<file path="config.mk">
export PLATFORM = sky130hd
export DESIGN_NAME = sprite_animation_frame_sequencer
export DESIGN_NICKNAME = d
export VERILOG_FILES = /design/src/rtl/sfs_pkg.sv /design/src/rtl/sfs_ram.sv /design/src/rtl/sfs_ctrl.sv /design/src/rtl/sfs_dp.sv /design/src/rtl/sprite_animation_frame_sequencer.sv
export SDC_FILE = /design/constraint.sdc
export NUM_CORES = 2
export LEC_CHECK = 0
export BUFFER_PORTS_ARGS = -buffer_cell sky130_fd_sc_hd__buf_2
export CAP_MARGIN = 10
export CORE_MARGIN = 3
export CORE_UTILIZATION = 30
export DETAILED_ROUTE_END_ITERATION = 8
export PLACE_DENSITY = 0.44
export SLEW_MARGIN = 10
export SYNTH_ARGS = -nofsm -noshare
export SYNTH_HDL_FRONTEND = slang
export SYNTH_SLANG_ARGS = --single-unit
export TNS_END_PERCENT = 30
</file>
<file path="constraint.sdc">
create_clock -name clk -period 12.1 [get_ports clk]
set_clock_uncertainty 0.15 [all_clocks]
set_input_delay 1.21 -clock clk [delete_from_list [all_inputs] [get_ports clk]]
set_output_delay 1.21 -clock clk [all_outputs]
set_load 0.02 [all_outputs]
</file>
<file path="src/rtl/sfs_pkg.sv">
// Package with the shared types and codes of the sprite animation frame sequencer.
`timescale 1ns / 1ps
package sfs_pkg;

  // Command codes of an input word.
  localparam logic [1:0] CMD_PUSH    = 2'd0;
  localparam logic [1:0] CMD_INSERT  = 2'd1;
  localparam logic [1:0] CMD_ADVANCE = 2'd2;

  // Wrap mode codes.
  localparam logic [1:0] WRAP_CLAMP = 2'd0;
  localparam logic [1:0] WRAP_LOOP  = 2'd1;
  localparam logic [1:0] WRAP_PING  = 2'd2;

  // Configuration register indexes.
  localparam logic CFG_WRAP_MODE      = 1'b0;
  localparam logic CFG_START_REVERSED = 1'b1;

  // Width of the total duration and of the dividend magnitude.
  localparam int TOTAL_W = 22;
  localparam int TEST_W  = 34;

  typedef enum logic [3:0] {
    ST_IDLE,
    ST_DECIDE,
    ST_INS_RD,
    ST_INS_WR,
    ST_MUL,
    ST_WRAP,
    ST_DIV,
    ST_DIV_FIN,
    ST_SR_INIT,
    ST_SR_RD,
    ST_SR_CMP,
    ST_LAST_RD,
    ST_LAST_CAP,
    ST_EMIT
  } sfs_state_t;

  // Commands from the controller to the datapath.
  typedef struct packed {
    logic latch;
    logic decide;
    logic push_wr;
    logic ins_init;
    logic ins_rd;
    logic ins_wr;
    logic ins_final;
    logic zero_time;
    logic mul;
    logic wrap;
    logic div_step;
    logic div_fin;
    logic srch_init;
    logic srch_cmp;
    logic last_rd;
    logic last_cap;
    logic emit;
  } sfs_ctrl_t;

  // Status from the datapath to the controller.
  typedef struct packed {
    logic [1:0] op;
    logic [1:0] mode;
    logic       ok;
    logic       tot_zero;
    logic       ins_more;
    logic       div_last;
    logic       cnt_zero;
    logic       match;
    logic       last_i;
  } sfs_stat_t;

endpackage

</file>
<file path="src/rtl/sfs_ram.sv">
// Generic single write port RAM with a registered read port.
`timescale 1ns / 1ps
module sfs_ram #(
  parameter int WIDTH = 32,
  parameter int DEPTH = 64
) (
  input  logic                     clk,
  input  logic                     we,
  input  logic [$clog2(DEPTH)-1:0] waddr,
  input  logic [WIDTH-1:0]         wdata,
  input  logic [$clog2(DEPTH)-1:0] raddr,
  output logic [WIDTH-1:0]         rdata
);

  logic [WIDTH-1:0] mem [DEPTH];

  // Write and registered read.
  always_ff @(posedge clk) begin
    if (we) begin
      mem[waddr] <= wdata;
    end
    rdata <= mem[raddr];
  end

endmodule

</file>
<file path="src/rtl/sfs_ctrl.sv">
// Controller state machine of the sprite animation frame sequencer.
`timescale 1ns / 1ps
module sfs_ctrl import sfs_pkg::*; (
  input  logic      clk,
  input  logic      rst,
  input  logic      start,
  input  sfs_stat_t st,
  output sfs_ctrl_t c,
  output logic      busy
);

  sfs_state_t state, state_next;

  // State register.
  always_ff @(posedge clk) begin
    if (rst) begin
      state <= ST_IDLE;
    end else begin
      state <= state_next;
    end
  end

  assign busy = (state != ST_IDLE);

  // Next state and commands.
  always_comb begin
    state_next = state;
    c = '0;
    unique case (state)
      ST_IDLE: begin
        if (start) begin
          c.latch = 1'b1;
          state_next = ST_DECIDE;
        end
      end
      ST_DECIDE: begin
        c.decide = 1'b1;
        state_next = ST_SR_INIT;
        if (st.op == CMD_PUSH) begin
          c.push_wr = st.ok;
        end else if (st.op == CMD_INSERT) begin
          if (st.ok) begin
            c.ins_init = 1'b1;
            state_next = ST_INS_RD;
          end
        end else if (st.op == CMD_ADVANCE) begin
          if (st.tot_zero) begin
            c.zero_time = 1'b1;
          end else begin
            state_next = ST_MUL;
          end
        end
      end
      ST_INS_RD: begin
        if (st.ins_more) begin
          c.ins_rd = 1'b1;
          state_next = ST_INS_WR;
        end else begin
          c.ins_final = 1'b1;
          state_next = ST_SR_INIT;
        end
      end
      ST_INS_WR: begin
        c.ins_wr = 1'b1;
        state_next = ST_INS_RD;
      end
      ST_MUL: begin
        c.mul = 1'b1;
        state_next = ST_WRAP;
      end
      ST_WRAP: begin
        c.wrap = 1'b1;
        if (st.mode == WRAP_LOOP || st.mode == WRAP_PING) begin
          state_next = ST_DIV;
        end else begin
          state_next = ST_SR_INIT;
        end
      end
      ST_DIV: begin
        c.div_step = 1'b1;
        if (st.div_last) begin
          state_next = ST_DIV_FIN;
        end
      end
      ST_DIV_FIN: begin
        c.div_fin = 1'b1;
        state_next = ST_SR_INIT;
      end
      ST_SR_INIT: begin
        c.srch_init = 1'b1;
        state_next = st.cnt_zero ? ST_EMIT : ST_SR_RD;
      end
      ST_SR_RD: begin
        state_next = ST_SR_CMP;
      end
      ST_SR_CMP: begin
        c.srch_cmp = 1'b1;
        if (st.match) begin
          state_next = ST_EMIT;
        end else if (st.last_i) begin
          state_next = ST_LAST_RD;
        end else begin
          state_next = ST_SR_RD;
        end
      end
      ST_LAST_RD: begin
        c.last_rd = 1'b1;
        state_next = ST_LAST_CAP;
      end
      ST_LAST_CAP: begin
        c.last_cap = 1'b1;
        state_next = ST_EMIT;
      end
      ST_EMIT: begin
        c.emit = 1'b1;
        state_next = ST_IDLE;
      end
      default: begin
        state_next = ST_IDLE;
      end
    endcase
  end

endmodule

</file>
<file path="src/rtl/sfs_dp.sv">
// Datapath of the sprite animation frame sequencer: frame table, time and search.
`timescale 1ns / 1ps
module sfs_dp import sfs_pkg::*; #(
  parameter int MAX_FRAMES = 64
) (
  input  logic               clk,
  input  logic               rst,
  input  sfs_ctrl_t          c,
  output sfs_stat_t          st,
  input  logic               cfg_wr_en,
  input  logic               cfg_index,
  input  logic [1:0]         cfg_wdata,
  input  logic [1:0]         cmd,
  input  logic [15:0]        sprite_id,
  input  logic [15:0]        frame_ticks,
  input  logic [5:0]         position,
  input  logic [15:0]        delta_ticks,
  input  logic signed [15:0] speed,
  output logic               done,
  output logic               accepted,
  output logic               frame_valid,
  output logic [5:0]         frame_index,
  output logic [15:0]        frame_sprite,
  output logic signed [31:0] play_time,
  output logic               reversed
);

  localparam int IW = $clog2(MAX_FRAMES);
  localparam int CW = $clog2(MAX_FRAMES + 1);
  localparam int PW = (CW > 6) ? CW : 6;
  localparam int DCW = $clog2(TEST_W);

  // Latched input word.
  logic [1:0]         op_r;
  logic [15:0]        sid_r;
  logic [15:0]        dur_r;
  logic [5:0]         pos_r;
  logic [15:0]        delta_r;
  logic signed [15:0] speed_r;

  // Architectural state.
  logic [CW-1:0]      count;
  logic [TOTAL_W-1:0] total;
  logic signed [31:0] ctime;
  logic               toggle;
  logic [1:0]         wrap_mode;
  logic               start_rev;
  logic               acc;

  // Working registers.
  logic [IW-1:0]        ptr;
  logic signed [24:0]   step_r;
  logic [TEST_W-1:0]    dmag;
  logic                 dneg;
  logic [TOTAL_W-1:0]   rem;
  logic [DCW-1:0]       dcnt;
  logic [CW-1:0]        i_cnt;
  logic [31:0]          start_acc;
  logic [IW-1:0]        sel_idx;
  logic [15:0]          sel_spr;

  // RAM port signals.
  logic          ram_we;
  logic [IW-1:0] ram_waddr;
  logic [31:0]   ram_wdata;
  logic [IW-1:0] ram_raddr;
  logic [31:0]   ram_rdata;

  logic [PW-1:0]         pos_w, cnt_w;
  logic                  add_ok;
  logic [TOTAL_W:0]      tot_sum;
  logic [TOTAL_W-1:0]    tot_sat;
  logic signed [32:0]    prod;
  logic signed [TEST_W-1:0] test;
  logic                  test_ge_tot;
  logic                  under;
  logic [TOTAL_W:0]      dtrial;
  logic                  rev;
  logic [CW-1:0]         k_full, last_full;
  logic [IW-1:0]         k;
  logic [31:0]           end_acc;
  logic                  match;
  logic [PW-1:0]         idx_w;

  assign pos_w = PW'(pos_r);
  assign cnt_w = PW'(count);
  assign add_ok = (sid_r != 16'd0) && (count < CW'(MAX_FRAMES));
  assign tot_sum = {1'b0, total} + (TOTAL_W + 1)'(dur_r);
  assign tot_sat = tot_sum[TOTAL_W] ? {TOTAL_W{1'b1}} : tot_sum[TOTAL_W-1:0];

  // Speed product and the unwrapped new time.
  assign prod = $signed({1'b0, delta_r}) * speed_r;
  assign test = TEST_W'(ctime) + TEST_W'(step_r);
  assign test_ge_tot = test >= $signed({{(TEST_W - TOTAL_W){1'b0}}, total});
  assign under = test[TEST_W-1] && !(&test[TEST_W-2:31]);

  // One step of the restoring remainder.
  assign dtrial = {rem, dmag[TEST_W-1]};

  // Search order and span check.
  assign rev = start_rev ^ toggle;
  assign last_full = count - CW'(1);
  assign k_full = rev ? (last_full - i_cnt) : i_cnt;
  assign k = k_full[IW-1:0];
  assign end_acc = start_acc + 32'(ram_rdata[15:0]);
  assign match = !ctime[31] && ($unsigned(ctime) >= start_acc) && ($unsigned(ctime) < end_acc);

  // Status to the controller.
  always_comb begin
    st.op       = op_r;
    st.mode     = wrap_mode;
    st.tot_zero = (total == '0);
    st.ins_more = (PW'(ptr) > pos_w);
    st.div_last = (dcnt == '0);
    st.cnt_zero = (count == '0);
    st.match    = match;
    st.last_i   = (i_cnt == last_full);
    if (op_r == CMD_INSERT) begin
      st.ok = add_ok && (pos_w < cnt_w);
    end else begin
      st.ok = add_ok;
    end
  end

  // Frame table port selection.
  always_comb begin
    ram_we    = c.push_wr | c.ins_wr | c.ins_final;
    ram_waddr = ptr;
    ram_wdata = ram_rdata;
    if (c.push_wr) begin
      ram_waddr = count[IW-1:0];
      ram_wdata = {sid_r, dur_r};
    end else if (c.ins_final) begin
      ram_waddr = pos_w[IW-1:0];
      ram_wdata = {sid_r, dur_r};
    end
    if (c.ins_rd) begin
      ram_raddr = ptr - IW'(1);
    end else if (c.last_rd) begin
      ram_raddr = last_full[IW-1:0];
    end else begin
      ram_raddr = k;
    end
  end

  sfs_ram #(
    .WIDTH(32),
    .DEPTH(MAX_FRAMES)
  ) u_table (
    .clk  (clk),
    .we   (ram_we),
    .waddr(ram_waddr),
    .wdata(ram_wdata),
    .raddr(ram_raddr),
    .rdata(ram_rdata)
  );

  // Control state: table fill, total, time, direction and configuration.
  always_ff @(posedge clk) begin
    if (rst) begin
      count     <= '0;
      total     <= '0;
      ctime     <= '0;
      toggle    <= 1'b0;
      wrap_mode <= WRAP_CLAMP;
      start_rev <= 1'b0;
      done      <= 1'b0;
    end else begin
      done <= c.emit;
      if (cfg_wr_en) begin
        if (cfg_index == CFG_WRAP_MODE) begin
          wrap_mode <= cfg_wdata;
        end else begin
          start_rev <= cfg_wdata[0];
        end
      end
      if (c.push_wr || c.ins_final) begin
        count <= count + CW'(1);
        total <= tot_sat;
      end
      if (c.zero_time) begin
        ctime <= '0;
      end
      if (c.wrap) begin
        if (wrap_mode == WRAP_CLAMP) begin
          if (test_ge_tot) begin
            ctime <= 32'(total);
          end else if (under) begin
            ctime <= 32'sh8000_0000;
          end else begin
            ctime <= test[31:0];
          end
        end else if (wrap_mode == WRAP_PING && test_ge_tot) begin
          toggle <= ~toggle;
        end
      end
      if (c.div_fin) begin
        if (dneg && rem != '0) begin
          ctime <= 32'(total - rem);
        end else begin
          ctime <= 32'(rem);
        end
      end
    end
  end

  // Working registers and the result word.
  always_ff @(posedge clk) begin
    if (c.latch) begin
      op_r    <= cmd;
      sid_r   <= sprite_id;
      dur_r   <= frame_ticks;
      pos_r   <= position;
      delta_r <= delta_ticks;
      speed_r <= speed;
    end
    if (c.decide) begin
      acc <= (op_r == CMD_ADVANCE) ||
             ((op_r == CMD_PUSH || op_r == CMD_INSERT) && st.ok);
    end
    if (c.ins_init) begin
      ptr <= count[IW-1:0];
    end
    if (c.ins_wr) begin
      ptr <= ptr - IW'(1);
    end
    if (c.mul) begin
      step_r <= 25'(prod >>> 8);
    end
    if (c.wrap) begin
      dneg <= test[TEST_W-1];
      dmag <= test[TEST_W-1] ? TEST_W'(-test) : TEST_W'(test);
      rem  <= '0;
      dcnt <= DCW'(TEST_W - 1);
    end
    if (c.div_step) begin
      dmag <= dmag << 1;
      dcnt <= dcnt - DCW'(1);
      if (dtrial >= {1'b0, total}) begin
        rem <= TOTAL_W'(dtrial - {1'b0, total});
      end else begin
        rem <= dtrial[TOTAL_W-1:0];
      end
    end
    if (c.srch_init) begin
      i_cnt     <= '0;
      start_acc <= '0;
      sel_idx   <= '0;
      sel_spr   <= '0;
    end
    if (c.srch_cmp) begin
      if (match) begin
        sel_idx <= k;
        sel_spr <= ram_rdata[31:16];
      end else begin
        start_acc <= end_acc;
        i_cnt     <= i_cnt + CW'(1);
      end
    end
    if (c.last_cap) begin
      sel_idx <= last_full[IW-1:0];
      sel_spr <= ram_rdata[31:16];
    end
    if (c.emit) begin
      accepted     <= acc;
      frame_valid  <= (count != '0);
      frame_index  <= idx_w[5:0];
      frame_sprite <= sel_spr;
      play_time    <= ctime;
      reversed     <= rev;
    end
  end

  assign idx_w = PW'(sel_idx);

endmodule

</file>
<file path="src/rtl/sprite_animation_frame_sequencer.sv">
// Top level of the sprite animation frame sequencer.
// A push or failed command is decided, then the frames are searched in order, the last taken if
// no span matches. An insert first shifts the entries from the position up by one, then places
// the frame; an advance adds a speed step and wrap, loop or ping-pong the bit-serial remainder.
// Throughput: one word at a time; busy stays high until the result strobe, set by the
// single table read port that the insert shift and the frame search share.
// Reset clears frame count, total, play time, direction and configuration; table contents stay.
`timescale 1ns / 1ps
module sprite_animation_frame_sequencer import sfs_pkg::*; #(
  parameter int MAX_FRAMES = 64
) (
  input  logic               clk,
  input  logic               rst,
  input  logic               start,
  output logic               busy,
  input  logic               cfg_wr_en,
  input  logic               cfg_index,
  input  logic [1:0]         cfg_wdata,
  input  logic [1:0]         cmd,
  input  logic [15:0]        sprite_id,
  input  logic [15:0]        frame_ticks,
  input  logic [5:0]         position,
  input  logic [15:0]        delta_ticks,
  input  logic signed [15:0] speed,
  output logic               done,
  output logic               accepted,
  output logic               frame_valid,
  output logic [5:0]         frame_index,
  output logic [15:0]        frame_sprite,
  output logic signed [31:0] play_time,
  output logic               reversed
);

  sfs_ctrl_t ctrl;
  sfs_stat_t stat;

  // Sequencer.
  sfs_ctrl u_ctrl (
    .clk  (clk),
    .rst  (rst),
    .start(start),
    .st   (stat),
    .c    (ctrl),
    .busy (busy)
  );

  // Table, time and search datapath.
  sfs_dp #(
    .MAX_FRAMES(MAX_FRAMES)
  ) u_dp (
    .clk         (clk),
    .rst         (rst),
    .c           (ctrl),
    .st          (stat),
    .cfg_wr_en   (cfg_wr_en),
    .cfg_index   (cfg_index),
    .cfg_wdata   (cfg_wdata),
    .cmd         (cmd),
    .sprite_id   (sprite_id),
    .frame_ticks (frame_ticks),
    .position    (position),
    .delta_ticks (delta_ticks),
    .speed       (speed),
    .done        (done),
    .accepted    (accepted),
    .frame_valid (frame_valid),
    .frame_index (frame_index),
    .frame_sprite(frame_sprite),
    .play_time   (play_time),
    .reversed    (reversed)
  );

  // A result word only follows work on a started word.
  a_done_after_busy: assert property (@(posedge clk) disable iff (rst)
    done |-> $past(busy)) else $error("result strobe without work in progress");

  // The strobe lasts one cycle and the block is then free.
  a_done_single: assert property (@(posedge clk) disable iff (rst)
    done |-> !busy) else $error("result strobe while still busy");

  // An empty table selects nothing.
  a_empty_sel: assert property (@(posedge clk) disable iff (rst)
    done && !frame_valid |-> frame_index == 6'd0 && frame_sprite == 16'd0)
    else $error("selection reported on an empty table");

endmodule
</file>
Yosys cells after proc, flatten, opt, wreduce, memory -nomap -nowiden

Memory sizes are Yosys's and may differ from the RTL's. A register that Yosys moved wholly into a read port is not among the register bits.
Cells that the tools add are included.

Logic and storage cells: 191
Memory bits (writable): 2048
Input bits: 79
Bits in registers: 355
Memories: 1
Output and inout port bits: 59

Order comparisons: 7
Add/subtract/negate cells: 12
Equal/unequal tests: 20
Multiplexer cells: 81
Reductions and logical operators: 31
Multiply operators: 1
Bitwise operators: 6

Memories:

| memory           | depth | width | read ports | clocked after memory_dff | wr ports | RTL line      | text |
|---|---|---|---|---|---|---|---|
| u_dp.u_table.mem | 64    | 32    | 1          | 1                        | 1        | sfs_ram.sv:15 | `logic [WIDTH-1:0] mem [DEPTH];` |

Operators by type and width:

| kind               | count |
|---|---|
| $mux 32            | 12 |
| $mux 34            | 3 |
| $mux 22            | 4 |
| $mux 6             | 13 |
| $mux 16            | 4 |
| $pmux 4 s13        | 1 |
| $mux 4             | 9 |
| $ge 34x23->1       | 1 |
| $neg 34->34        | 1 |
| $add 32x25->33     | 1 |
| $mul 17x16->33     | 1 |
| $add 32x16->32     | 1 |
| $ge 32x32->1       | 1 |
| $lt 32x32->1       | 1 |
| $mux 1             | 28 |
| $eq 4x4->1 const B | 6 |
| $add 22x16->23     | 1 |
| $ge 23x22->1       | 1 |
| $sub 22x22->23     | 1 |
| $logic_not 22->1   | 1 |
| $reduce_bool 22->1 | 1 |
| $sub 22x22->22     | 1 |
| $mux 7             | 3 |
| $eq 4x3->1 const B | 4 |
| 31 further kinds   | 58 |

Depth between registers and ports, before layout

Depth in word-level cells: 12
Gate-level depth with buffers: 28
Depth with buffers taken out: 26

Cells and area by module

A second synthesis with hierarchy kept.

Cell total of the unflattened synthesis: 6808
Area, all modules: 110183.2 um^2

Modules (own cells, without submodules):

| module   | times used | cells each | area each (um^2) |
|---|---|---|---|
| sfs_ram  | 1          | 3324       | 78515.3 |
| sfs_dp   | 1          | 3418       | 31217.4 |
| sfs_ctrl | 1          | 66         | 450.4 |

Worst setup path after synthesis

OpenSTA, ideal clock, no wires.

Path kind: reg-to-reg
Start: reg u_dp.speed_r[1]
End: reg u_dp.step_r[22], data pin
Period minus slack after synthesis: 6.776 ns
Buffers on the path: 1
Required time: 11.692 ns
Library setup time: 0.258 ns
Slack: 5.324 ns
Arrival: 6.368 ns
Stages on the path, launching flop included: 24
Path through: edfxtp_1 -> clkbuf_1 -> nand2_1 -> fa_1 -> fa_1 -> fa_1 -> inv_1 -> fa_1 -> fa_1 -> inv_1 -> fa_1 -> inv_1 -> ha_1 -> a21o_1 -> a21oi_1 -> a21boi_0 -> a31oi_1 -> a41o_1 -> a21o_1 -> o41ai_1 -> o21ai_0 -> a21o_1 -> a211oi_1 -> nor2_1

Longest elaborated chain between the ends: 1

Ends and longest elaborated chain:

| item                   | RTL line      | text |
|---|---|---|
| from (decl)            | sfs_dp.sv:39  | `logic signed [15:0] speed_r;` |
| from (signal assigned) | sfs_dp.sv:215 | `speed_r <= speed;` |
| $mul 17x16->33         | sfs_dp.sv:92  | `assign prod = $signed({1'b0, delta_r}) * speed_r;` |
| via u_dp.prod[30]      | sfs_dp.sv:73  | `logic signed [32:0] prod;` |
| to (signal assigned)   | sfs_dp.sv:228 | `step_r <= 25'(prod >>> 8);` |
| to (decl)              | sfs_dp.sv:52  | `logic signed [24:0] step_r;` |

The timed path passes the listed nets, and every way through them passes these cells.
A chain may end at the register's enable or synchronous reset.

Worst setup path after layout

Start: reg u_dp.delta_r[9]
End: reg u_dp.step_r[22], data pin

Longest elaborated chain between the ends: 1

Ends and longest elaborated chain:

| item                   | RTL line      | text |
|---|---|---|
| from (decl)            | sfs_dp.sv:38  | `logic [15:0] delta_r;` |
| from (signal assigned) | sfs_dp.sv:214 | `delta_r <= delta_ticks;` |
| $mul 17x16->33         | sfs_dp.sv:92  |  |
| via u_dp.prod[30]      | sfs_dp.sv:73  |  |

The timed path passes the listed nets, and every way through them passes these cells.

==> results.yml <==
yosys:
  synth_top_family_by_area: "simple AND/OR/NAND/NOR gates"
  synthTopCellsByCount: "2271 x edfxtp_1, 1550 x nand2_1, 419 x inv_1"
  yosys.area.top_type_share_pct: 61.3
  async_reset_ff_share_pct: 0
  ys_seq_elements: 2435
  synthTopCellsByArea: "edfxtp_1 61%, nand2_1 5.2%, mux4_2 5.2%"
  avgSynthCellArea_um2: 13.4
  seq_area_frac_synth_pct: 64.3
  synth_nets: 8940
  synth_edf_count: 2271
  yosys.area_share.simple_pct: 11.4
  synthFlopType: "edfxtp_1"
  synth_compound_area_share_pct: 7.15
  synthAdderAreaFrac_pct: 7.37
  synth_warnings: 0
  synthDistinctLibCells: 83
  synth_most_common_cell: "edfxtp_1"
  muxShareOfSynthArea_pct: 5.62
  synth_area_leader_cell: "edfxtp_1"
  syn_inst: 8325
  syn_area_mm2: 0.111
  synth_xor_area_share_pct: 1.27
setup_path:
  end_kind: "flip-flop"
  cp_max_fo: 16
  critical_path.slowest_cell: "edfxtp_1"
  critPathKind: "reg2reg"
  cp_num_buf_inv: 4
  worstSetupStartpointType: "flip-flop"
  cpLargestDelayFamily: "adder cells"
  cp.arrival_ns: 8.08
  crit_top_cell: "fa_1"
  crit_required_ns: 12.57
  cpPeakStageDelay_ns: 0.67
  crit_chain: "and2_1 > fa_1 > inv_1 > fa_1 > fa_1 > inv_1 > fa_1 > fa_1 > inv_1 > fa_1 > inv_1 > ha_1 > a21o_1 > a21oi_1 > a21boi_0 > a31oi_1 > a41o_1 > a21o_1 > o41ai_1 > o21ai_0 > a21o_1 > a211oi_1 > nor2_1"
die:
  fp.dieH_um: 615
  io_pins: 138
  initial_core_util_pct: 30.3
  dieArea_mm2: 0.378
  die_w_um: 615
  rows: 222
  core-area_mm2: 0.367
clock_tree:
  root_buffer: "clkbuf_16"
  numClockSinks: 2435
  clk_latency_ns: 0.89
  cts_tree: "done"
  cts_buffers: 289
  path_clk_slew_ns: 0.06
  cts_resized: 0
  cts_max_level: 5
  cts_setup_buffers: 0
  hold_buffers: 0
  clk_path_buf_depth: 4
pwr:
  finalPower_mw: 37.9
  p_leak_nw: 45.4
  ir_worst_vdd_uv: 1040
  power_density_mw_per_mm2: 296
detailed_routing:
  wl_per_cell_um: 25.7
  drtIter0Drc: 6093
  wl_mm: 351
  detail-route-antenna-nets: 0
  num_vias: 69600
  via_per_inst: 5.09
  first_pass_iters: 6
  drcViolationCount: 0
global_route:
  grt_pass1_wl_mm: 507
  grt_max_degree: 136
  gr-total-overflow: 0
  antenna_found_initial: 14
  grtUsageTotal_pct: 18.1
  grt_pass1_vias: 70000
finish:
  final_area_mm2: 0.128
  multiInputGateArea_mm2: 0.0373
  seq_area_mm2: 0.0715
  fin_nets: 9142
  area_growth_pct: 15.3
  final_layout_size_suffix_gt1_share_pct: 13.2
  fin_cells: 13700
  fillCellCount: 35500
timing:
  setup_viol_count_final: 0
  slew_violations: 0
  rsz0062_at_grt: "no"
  holdWs_ns: 0.276
  max_freq_ghz: 0.131
  slew_headroom_pct: 15.0
  finalCriticalPeriod_ns: 7.61
  fin_crit_sh_pct: 62.9
  hold_viol: 0
  tns_ns: 0
  worst_pin_slew_ns: 1.27
placement:
  gp_congestion: 0.862
  place_inst: 13200
  place_area_mm2: 0.119
  place_hpwl_mm: 215
  portBuffers: 137
hold_path:
  hold_class: "reg2reg"
job:
  maxCapViolCount: 0
outcome:
  status: "completed"
==> worst register-to-register path: stages, from the launching register on <==
cell      delay [ns]
edfxtp_1        0.67
and2_1          0.31
fa_1            0.54
inv_1           0.05
fa_1            0.48
fa_1            0.53
inv_1           0.06
fa_1            0.50
fa_1            0.49
inv_1           0.05
fa_1            0.48
inv_1           0.05
ha_1            0.32
a21o_1          0.17
a21oi_1         0.17
a21boi_0        0.19
a31oi_1         0.10
a41o_1          0.32
a21o_1          0.20
o41ai_1         0.56
o21ai_0         0.39
a21o_1          0.28
a211oi_1        0.24
nor2_1          0.07
==> worst paths after layout <==
path	from	end	slack, ns	cells past startpoint
hold / removal	u_dp.sel_spr[8]	u_dp.frame_sprite[8]	0.28	0
hold reg to reg	u_dp.sel_spr[8]	u_dp.frame_sprite[8]	0.28	0
setup / recovery	u_dp.delta_r[9]	u_dp.step_r[22]	4.49	23
setup reg to reg	u_dp.delta_r[9]	u_dp.step_r[22]	4.49	23
==> kinds of logic after synthesis <==
kind of cell               count (synthesis)
AOI/OAI and AO/OA                       1226
DFF                                     2435
adders and majority gates                536
buffers and inverters                    848
muxes                                    303
and+or+nand+nor                         2816
xor gates and xnor gates                 161
==> per-stage QoR <==
stage / setup WS, ns / utilization [%]
floorplan: 5.32 / -
global placement: 4.45 / 32.3
detailed placement: 4.50 / 32.3
CTS: 4.44 / 34.9
global route: 4.04 / 34.9
finish: 4.49 / 34.9
==> power by group <==
| part | switching [mW] | total (mW) | internal [mW] | leakage (nW) |
|---|---|---|---|---|
| Sequential | 0.461 | 12.1 | 11.7 | 21.7 |
| Combinational | 10.5 | 17.1 | 6.62 | 19.1 |
| Clock | 3.52 | 8.70 | 5.18 | 4.59 |
==> state kept, by name, summed over array words and instances (netlist names), 22 cells and up <==
signal              cells
u_dp.rem               22
u_dp.u_table.rdata     32
u_dp.start_acc         32
u_dp.dmag              34
u_dp.play_time         32
u_dp.u_table.mem     2048
u_dp.step_r            25
u_dp.ctime             32
u_dp.total             22
==> layout make-up <==
cell class | count | share of cell area [%]
clock buffers | 362 | 6.13
diodes | 7 | 0.0137
flip-flops and latches | 2435 | 55.7
repair buffers | 338 | 1.81
multi-input cells | 5042 | 29.1
well taps | 4928 | 4.81
inverters | 421 | 1.23
clock inverters | 153 | 1.20
==> layer usage <==
| layer | vias to the layer above | wire length, um | global-route usage, % |
|---|---|---|---|
| li1 | 31300 | - | - |
| met4 | 0 | 10300 | 5.28 |
| met1 | 36000 | 155000 | 24.8 |
| met2 | 1904 | 170000 | 30.3 |
| met3 | 484 | 16400 | 2.02 |
| met5 | - | 0 | 0 |
==> cell usage in the layout, fill, tap and decap left out, types with 67 or more instances in the layout <==
cell and count:
nand3_1 416, and2_1 132, and3_1 155, a31oi_1 96
a21o_1 69, fa_1 199, nor2_4 67, a311oi_1 67
buf_4 190, inv_1 419, a22oi_1 143, buf_2 138
a21oi_1 339, dfxtp_1 164, o21ai_0 168, a211oi_1 107
edfxtp_1 2271, mux4_2 256, clkbuf_16 303, ha_1 337
nand2_1 1528, nor2_1 185, xnor2_1 111
No activity file was read; power rests on OpenSTA's default activity.
